## config.mk

```make
export PLATFORM = sky130hd
export DESIGN_NAME = tpdp_div
export DESIGN_NICKNAME = d
export VERILOG_FILES = /design/src/rtl/core/tpdp_pkg.sv /design/src/rtl/core/tpdp_div.sv
export SDC_FILE = /design/constraint.sdc
export NUM_CORES = 1
export LEC_CHECK = 0
export BUFFER_PORTS_ARGS = -buffer_cell sky130_fd_sc_hd__buf_2
export CAP_MARGIN = 20
export CORE_ASPECT_RATIO = 0.6
export CORE_MARGIN = 2
export CORE_UTILIZATION = 54
export CTS_BUF_LIST = sky130_fd_sc_hd__clkbuf_4
export DETAILED_ROUTE_END_ITERATION = 16
export GPL_TIMING_DRIVEN = 0
export PLACE_DENSITY = 0.87
export SETUP_SLACK_MARGIN = 0.4
export SYNTH_ARGS = -nofsm -noshare
export SYNTH_HDL_FRONTEND = slang
export SYNTH_SLANG_ARGS = --single-unit
export TNS_END_PERCENT = 5
```

## constraint.sdc

```tcl
create_clock -name clock -period 4.5 [get_ports clock]
set_input_delay 0.675 -clock clock [delete_from_list [all_inputs] [get_ports clock]]
set_output_delay 0.675 -clock clock [all_outputs]
set_load 0.01 [all_outputs]
```

## src/rtl/core/tpdp_pkg.sv

```systemverilog
// Shared types and constants of the trapezoid profile drive controller.
// Used by the top level, the divider and the port checker; no dependencies.
`default_nettype none

package tpdp_pkg;

   localparam int CNT_W = 32;   // encoder count width
   localparam int TFRAC = 16;   // fraction bits of time values

   localparam logic [7:0] ORIENT_KP = 8'd77;   // 0.3 in Q0.8
   localparam logic [9:0] PWM_MAX   = 10'd1023;

   typedef enum logic [2:0] {
      REG_CRUISE_SPEED = 3'd0,
      REG_ACCEL        = 3'd1,
      REG_KP_DIST      = 3'd2,
      REG_KI_DIST      = 3'd3,
      REG_KD_DIST      = 3'd4,
      REG_KI_TURN      = 3'd5,
      REG_KD_TURN      = 3'd6,
      REG_MIN_PWM      = 3'd7
   } reg_index_type;

   localparam logic MODE_START = 1'b0;
   localparam logic MODE_TICK  = 1'b1;

   typedef struct packed {
      logic                    mode;
      logic signed [CNT_W-1:0] length_count;
      logic signed [CNT_W-1:0] left_count;
      logic signed [CNT_W-1:0] right_count;
      logic signed [15:0]      left_speed;
      logic signed [15:0]      right_speed;
      logic [15:0]             time_step;
      logic signed [31:0]      target_length;
      logic signed [31:0]      target_angle;
   } req_type;

   typedef struct packed {
      logic [9:0] left_pwm;
      logic [9:0] right_pwm;
      logic       left_dir;
      logic       right_dir;
   } rsp_type;

   // divider command: quotient of a signed dividend by a positive divisor
   typedef struct packed {
      logic               start;
      logic signed [63:0] dividend;
      logic [30:0]        divisor;
   } div_cmd_type;

   function automatic logic signed [31:0] sat32(input logic signed [63:0] v);
      logic signed [63:0] hi;
      logic signed [63:0] lo;
      hi = 64'sd2147483647;
      lo = -64'sd2147483648;
      if (v > hi) begin
         return 32'sh7fff_ffff;
      end else if (v < lo) begin
         return 32'sh8000_0000;
      end else begin
         return v[31:0];
      end
   endfunction

endpackage

`default_nettype wire

```

## src/rtl/core/tpdp_div.sv

```systemverilog
// Restoring divider, one quotient bit per cycle, saturating 32-bit signed quotient.
// Depends on tpdp_pkg for the command type.
`default_nettype none

module tpdp_div import tpdp_pkg::*; (
   input  logic               clock,
   input  logic               reset,
   input  div_cmd_type        div_cmd,
   output logic               div_busy,
   output logic signed [31:0] div_quo
);

   logic        busy_ff, busy_in;
   logic [4:0]  cnt_ff, cnt_in;
   logic [30:0] rem_ff, rem_in;
   logic [30:0] work_ff, work_in;
   logic [30:0] dsr_ff, dsr_in;
   logic        neg_ff, neg_in;
   logic        ovf_ff, ovf_in;

   logic [63:0] mag;
   logic [31:0] trial;
   logic [31:0] diff;
   logic        ge;

   assign mag   = div_cmd.dividend[63] ? 64'(-div_cmd.dividend) : 64'(div_cmd.dividend);
   assign trial = {rem_ff, work_ff[30]};
   assign ge    = trial >= {1'b0, dsr_ff};
   assign diff  = trial - {1'b0, dsr_ff};

   always_comb begin
      busy_in = busy_ff;
      cnt_in  = cnt_ff;
      rem_in  = rem_ff;
      work_in = work_ff;
      dsr_in  = dsr_ff;
      neg_in  = neg_ff;
      ovf_in  = ovf_ff;
      if (div_cmd.start) begin
         // quotient of 2^31 or more saturates at once
         ovf_in  = mag[63:31] >= {2'b00, div_cmd.divisor};
         neg_in  = div_cmd.dividend[63];
         dsr_in  = div_cmd.divisor;
         rem_in  = mag[61:31];
         work_in = mag[30:0];
         cnt_in  = 5'd30;
         busy_in = !(mag[63:31] >= {2'b00, div_cmd.divisor});
      end else if (busy_ff) begin
         rem_in  = ge ? diff[30:0] : trial[30:0];
         work_in = {work_ff[29:0], ge};
         cnt_in  = cnt_ff - 5'd1;
         if (cnt_ff == 5'd0) begin
            busy_in = 1'b0;
         end
      end
   end

   always_ff @(posedge clock) begin
      if (reset) begin
         busy_ff <= 1'b0;
         cnt_ff  <= 5'd0;
      end else begin
         busy_ff <= busy_in;
         cnt_ff  <= cnt_in;
      end
      rem_ff  <= rem_in;
      work_ff <= work_in;
      dsr_ff  <= dsr_in;
      neg_ff  <= neg_in;
      ovf_ff  <= ovf_in;
   end

   assign div_busy = busy_ff;

   always_comb begin
      if (ovf_ff) begin
         div_quo = neg_ff ? 32'sh8000_0000 : 32'sh7fff_ffff;
      end else if (neg_ff) begin
         div_quo = -$signed({1'b0, work_ff});
      end else begin
         div_quo = $signed({1'b0, work_ff});
      end
   end

endmodule

`default_nettype wire

```

# Yosys cells after proc, flatten, opt, wreduce, memory -nomap -nowiden
# Cells that the tools add are included.
# word_totals
ff_bits	101
latch_bits	0
mem_bits_rw	0
rom_bits	0
in_bits	98
out_inout_bits	33
memories	0
# classes
n_addsub	4
mul	0
div	0
order_cmp	2
n_eq_ne	0
shift	0
muxes	14
bitwise_logic	0
reduce_logical	4
# ops
operator	count
$mux 31	5
$mux 32	3
$mux 64	1
$neg 64->64	1
$ge 33x31->1	1
$ge 32x31->1	1
$neg 31->32	1
$sub 31x31->31	1
$mux 5	2
$logic_not 5->1	1
$sub 5x1->5 const B	1
$mux 1	3
$reduce_bool 2->1	1
$reduce_or 2->1	1
$logic_not 1->1	1

# Logic depth before layout (Yosys ltp)
# depth
depth_word	5
ltp_mapped	18

# Worst setup path before layout
# OpenSTA, ideal clock, no wires.
# synth_timing
path_type	input-to-reg
from	input div_cmd[41] (netlist name)
to	register ovf_ff (data pin)
setup_ns	0.260
arrival_ns	4.307
slack_ns	-0.067
path_stages	18
path_buffers	1
path_cell_list	or4_4 > or3_4 > or3_1 > buf_2 > nand4b_4 > or3_1 > o41ai_2 > xnor2_1 > ha_1 > nand4_1 > o21ai_0 > a221oi_1 > o21a_1 > o211ai_1 > a21oi_1 > nor2_1 > o221ai_1 > nand2_1
# synth_between
elab_chain_len	3
# synth_rtl
element	line_no	text
from (decl)	tpdp_div.sv:8	input div_cmd_type div_cmd,
$neg 64->64	tpdp_div.sv:26	assign mag = div_cmd.dividend[63] ? 64'(-div_cmd.dividend) : 64'(div_cmd.dividend);
$mux 64	tpdp_div.sv:26	
$ge 33x31->1	tpdp_div.sv:41	ovf_in = mag[63:31] >= {2'b00, div_cmd.divisor};
to (signal assigned)	tpdp_div.sv:70	ovf_ff <= ovf_in;
to (decl)	tpdp_div.sv:19	logic ovf_ff, ovf_in;
# Every way passes these cells.
# A chain may end at the register's enable or synchronous reset.

# Worst setup path in the final report
# layout_timing
from	input div_cmd[48] (netlist name)
to	register busy_ff (netlist: div_busy)
# layout_between
elab_chain_len	5
# layout_rtl
element	line_no	text
$neg 64->64	tpdp_div.sv:26	
$mux 64	tpdp_div.sv:26	
$ge 33x31->1	tpdp_div.sv:47	busy_in = !(mag[63:31] >= {2'b00, div_cmd.divisor});
$logic_not 1->1	tpdp_div.sv:47	
$mux 1	tpdp_div.sv:39	if (div_cmd.start) begin
to (signal assigned)	tpdp_div.sv:63	busy_ff <= busy_in;
to (decl)	tpdp_div.sv:13	logic busy_ff, busy_in;
# Every way passes these cells.

==> impl_results.md <==
* Critical Path RT at 4920 ps
* Worst-path fanout max at 2
* YS warnings at 0
* R2R setup slack at between 400 and 500 ps
* GRT overflow at 0
* Sum of negative setup slack at -1050 ps
* Critical path depth at 19
* Layout Skew at between 15 and 20 ps
* Die W at 168 µm
* Routability Congestion at approximately 0.98
* RSZ-0062 raised after global routing: yes
* Post-synth EDFFs at 95
* Synth Flop Type: edfxtp_1
* Seq cells post-synth at between 100 and 150
* Vias in the first global route at roughly 8000
* Reg clk slew, reported paths at 180 ps
* Critical R2R Capture: rem_ff[26]$_DFFE_PP_
* WP buf/inv at 2
* Post-synth net total at approximately 1200
* Final WS setup at -572 ps
* Final Hold Vio Count at 0
* Port Buffers at 130
* Pre-CTS WS at -1860 ps
* Seq/Total Area, Yosys at 0.340
* Area after DPL at between 0.009 and 0.01 mm²
* Clock buffer depth at 2
* Power per cell area at 371 mW/mm²
* Slew Limit Fails at 0
* Placed Instances at 1342
* P&R area growth vs syn at 15.4%
* Antenna violations before repair at 0
* Hold buffers post-CTS at 0
* Biggest cell delay along the critical path at approximately 530 ps
* Num CTS Buffers at 9
* Overall via count from detail_route at about 9000
* Critical Path AT at ~5500 ps
* Lkg Pwr at about 4.3 nW
* Tcrit/Tclk final at 1.13
* Top-area cell type share of the netlist area at 0.326
* Slew @ Worst Pin at approximately 980 ps
* Largest net degree at the start of global routing at 63
* Max-slew headroom at 0.345
* Post-route design area at 0.0101 mm²
* Peak supply drop at 0.168 mV
* Core Area at 0.0156 mm²
* Proportion of layout cells with a drive suffix above 1 at 0.173
* Io pins at 131
* Power consumption at 3.74 mW
* Fraction of registers with async set/reset at 0
* Max Cap Viol at 0
* Setup crit start kind: primary input
* Layout Nets at roughly 1300
* CTS tree: yes
* Routed vias/inst at roughly 6.5
* Crit path from: div_cmd[48]
* Top-count cell post-synth: a21oi_1
* Fin cells at ~1400
* Initial Utilization at 0.561
* Htree depth at 3
* Fill count at approximately 1300
* First-pass GRT wire length at 44.7 mm
* Post-DP HPWL at roughly 22 mm
* Achievable clock frequency at around 0.20 GHz
* Clock latency on the worst-skew pair at about 500 ps
* Top cells by area, synth: edfxtp_1 33%, ha_1 9.4%, a21oi_1 5.7%, xor2_1 5.0%, xnor2_1 4.8%
* Pre-antenna DRT Iters at 6
* Failing checks: negative setup slack
* Worst Hold Slack at ~350 ps
* Synth area leader: edfxtp_1
* Clock sink count at a little over 100
* Finished Core Util at 0.647
* Crit path max-delay family: simple AND/OR/NAND/NOR gates
* Mapped Cells at 1009
* Period minus WS final at 5070 ps
* Slowest-stage cell, CP: or4_4
* FF-to-FF path depth at 12
* Cell Chain, Critical Path: buf_6 -> or4_4 -> or3_4 -> or3_4 -> buf_6 -> nand4b_4 -> or3_4 -> o41ai_4 -> xnor2_2 -> ha_1 -> nand4_1 -> o21ai_2 -> a221oi_2 -> o21a_1 -> o211ai_1 -> a21oi_2 -> nor2_2 -> o221ai_2 -> a41o_1
* Post-Syn Area at 0.00874 mm²
* Final setup fails at 2
* Commonest cells in the netlist: 100 x a21oi_1, 95 x edfxtp_1, 84 x nor2_1
* Initial DRC count at about 1400
* CTS root buf: clkbuf_4
* Crit path to: div_busy$_SDFF_PP0_
* Avg Cell Area, Syn at between 8 and 9 µm²
* Die H at 103 µm
* Gr usage total at 0.339
* Hold Path Class: primary input to flip-flop
* Wire per inst at roughly 21 µm
* Status: finished with violations
* FF-to-FF Start: work_ff[30]$_DFFE_PP_
* Crit path kind: primary input to flip-flop
* Detail Route Antenna Nets at 0
* Post-synth cell types at 66
* Row count at 35
* Post-Route WL at approximately 29 mm
* Crit path capture type: flip-flop
* Worst path most repeated cell: or3_4
* Residual DRC at 0
* Die area at roughly 0.017 mm²
[cells by family (layout without fill, tap and decap cells)]
family / after synthesis / after routing / share of synthesized area
simple gates: 293 / 293 / 0.167
buf+inv: 130 / 288 / 0.0560
other cells: 0 / 2 / 0
compound gates: 308 / 308 / 0.228
fa+ha+maj: 67 / 67 / 0.0968
xor+xnor: 98 / 98 / 0.0982
mux: 12 / 12 / 0.0140
flops: 101 / 101 / 0.340
[timing repair]
action                     in CTS  in global routing
buffers inserted               11                  1
setup endpoints to repair      23                 31
gates resized for setup        25                 15
pin swaps                      19                 12
[area by class of cell]
class                           instances  area (µm²)  share of cell area
Antenna cell                            2        5.00            0.000496
Buffer                                 47         189              0.0187
Inverter                               83         312              0.0309
Tap cell                              203         254              0.0252
Clock inverter                          5        83.8             0.00831
Sequential cell                       101        2970               0.295
Clock buffer                           11        82.6             0.00819
Multi-Input combinational cell        778        5420               0.537
Timing Repair Buffer                  142         768              0.0762
[routing by layer]
layer  part of all wire  global-route usage  wire length (µm)
met2               0.40               0.468             11600
met5                  0                   0                 0
met3               0.14              0.0741              3930
met1               0.44               0.524             12900
met4              0.021               0.105               622
[cells in the final DEF, fill, tap and decap left out, types with 25 or more instances in the layout]
master	Yosys	final
inv_1	83	83
nand2_1	72	72
o31ai_1	29	28
ha_1	66	66
a21o_1	25	25
buf_2	1	125
xnor2_1	48	47
xor2_1	50	50
o21ai_0	65	64
edfxtp_1	95	95
clkbuf_1	41	37
nor2_1	84	82
a21oi_1	100	99
[how the worst min path moves through the flow]
stage / startpoint / endpoint / slack, ps / cells past startpoint
6_report: div_cmd[28] / dsr_ff[28]$_DFFE_PP_ / 350 / 1
2_1_floorplan: cnt_ff[1]$_SDFFE_PP0P_ / cnt_ff[1]$_SDFFE_PP0P_ / 530 / 2
3_5_place_dp: cnt_ff[4]$_SDFFE_PP0P_ / cnt_ff[4]$_SDFFE_PP0P_ / 550 / 2
3_3_place_gp: cnt_ff[4]$_SDFFE_PP0P_ / cnt_ff[4]$_SDFFE_PP0P_ / 560 / 2
5_1_grt: div_cmd[28] / dsr_ff[28]$_DFFE_PP_ / 340 / 1
4_1_cts: div_cmd[8] / dsr_ff[8]$_DFFE_PP_ / 350 / 1
[report_power, final]
group,total [mW],switching [mW],internal (mW)
combinational,1.83,1.13,0.697
sequential,1.31,0.103,1.21
clock,0.597,0.357,0.240
total,3.74,1.59,2.15
[worst register-to-register path: cells and delay by family, from the launching register on]
family | cells | cell delay (ps)
buffers and inverters | 2 | 800
and+or+nand+nor | 1 | 80
DFF | 1 | 500
adders and majority gates | 2 | 390
AOI/OAI and AO/OA | 7 | 2130
[flip-flops by register name, indices dropped and copies added, names as in the netlist]
name and flops:
rem_ff 31, work_ff 31, div_busy 1, ovf_ff 1, cnt_ff 5, neg_ff 1
dsr_ff 31
Note: power is estimated with default switching activity, not from simulation.
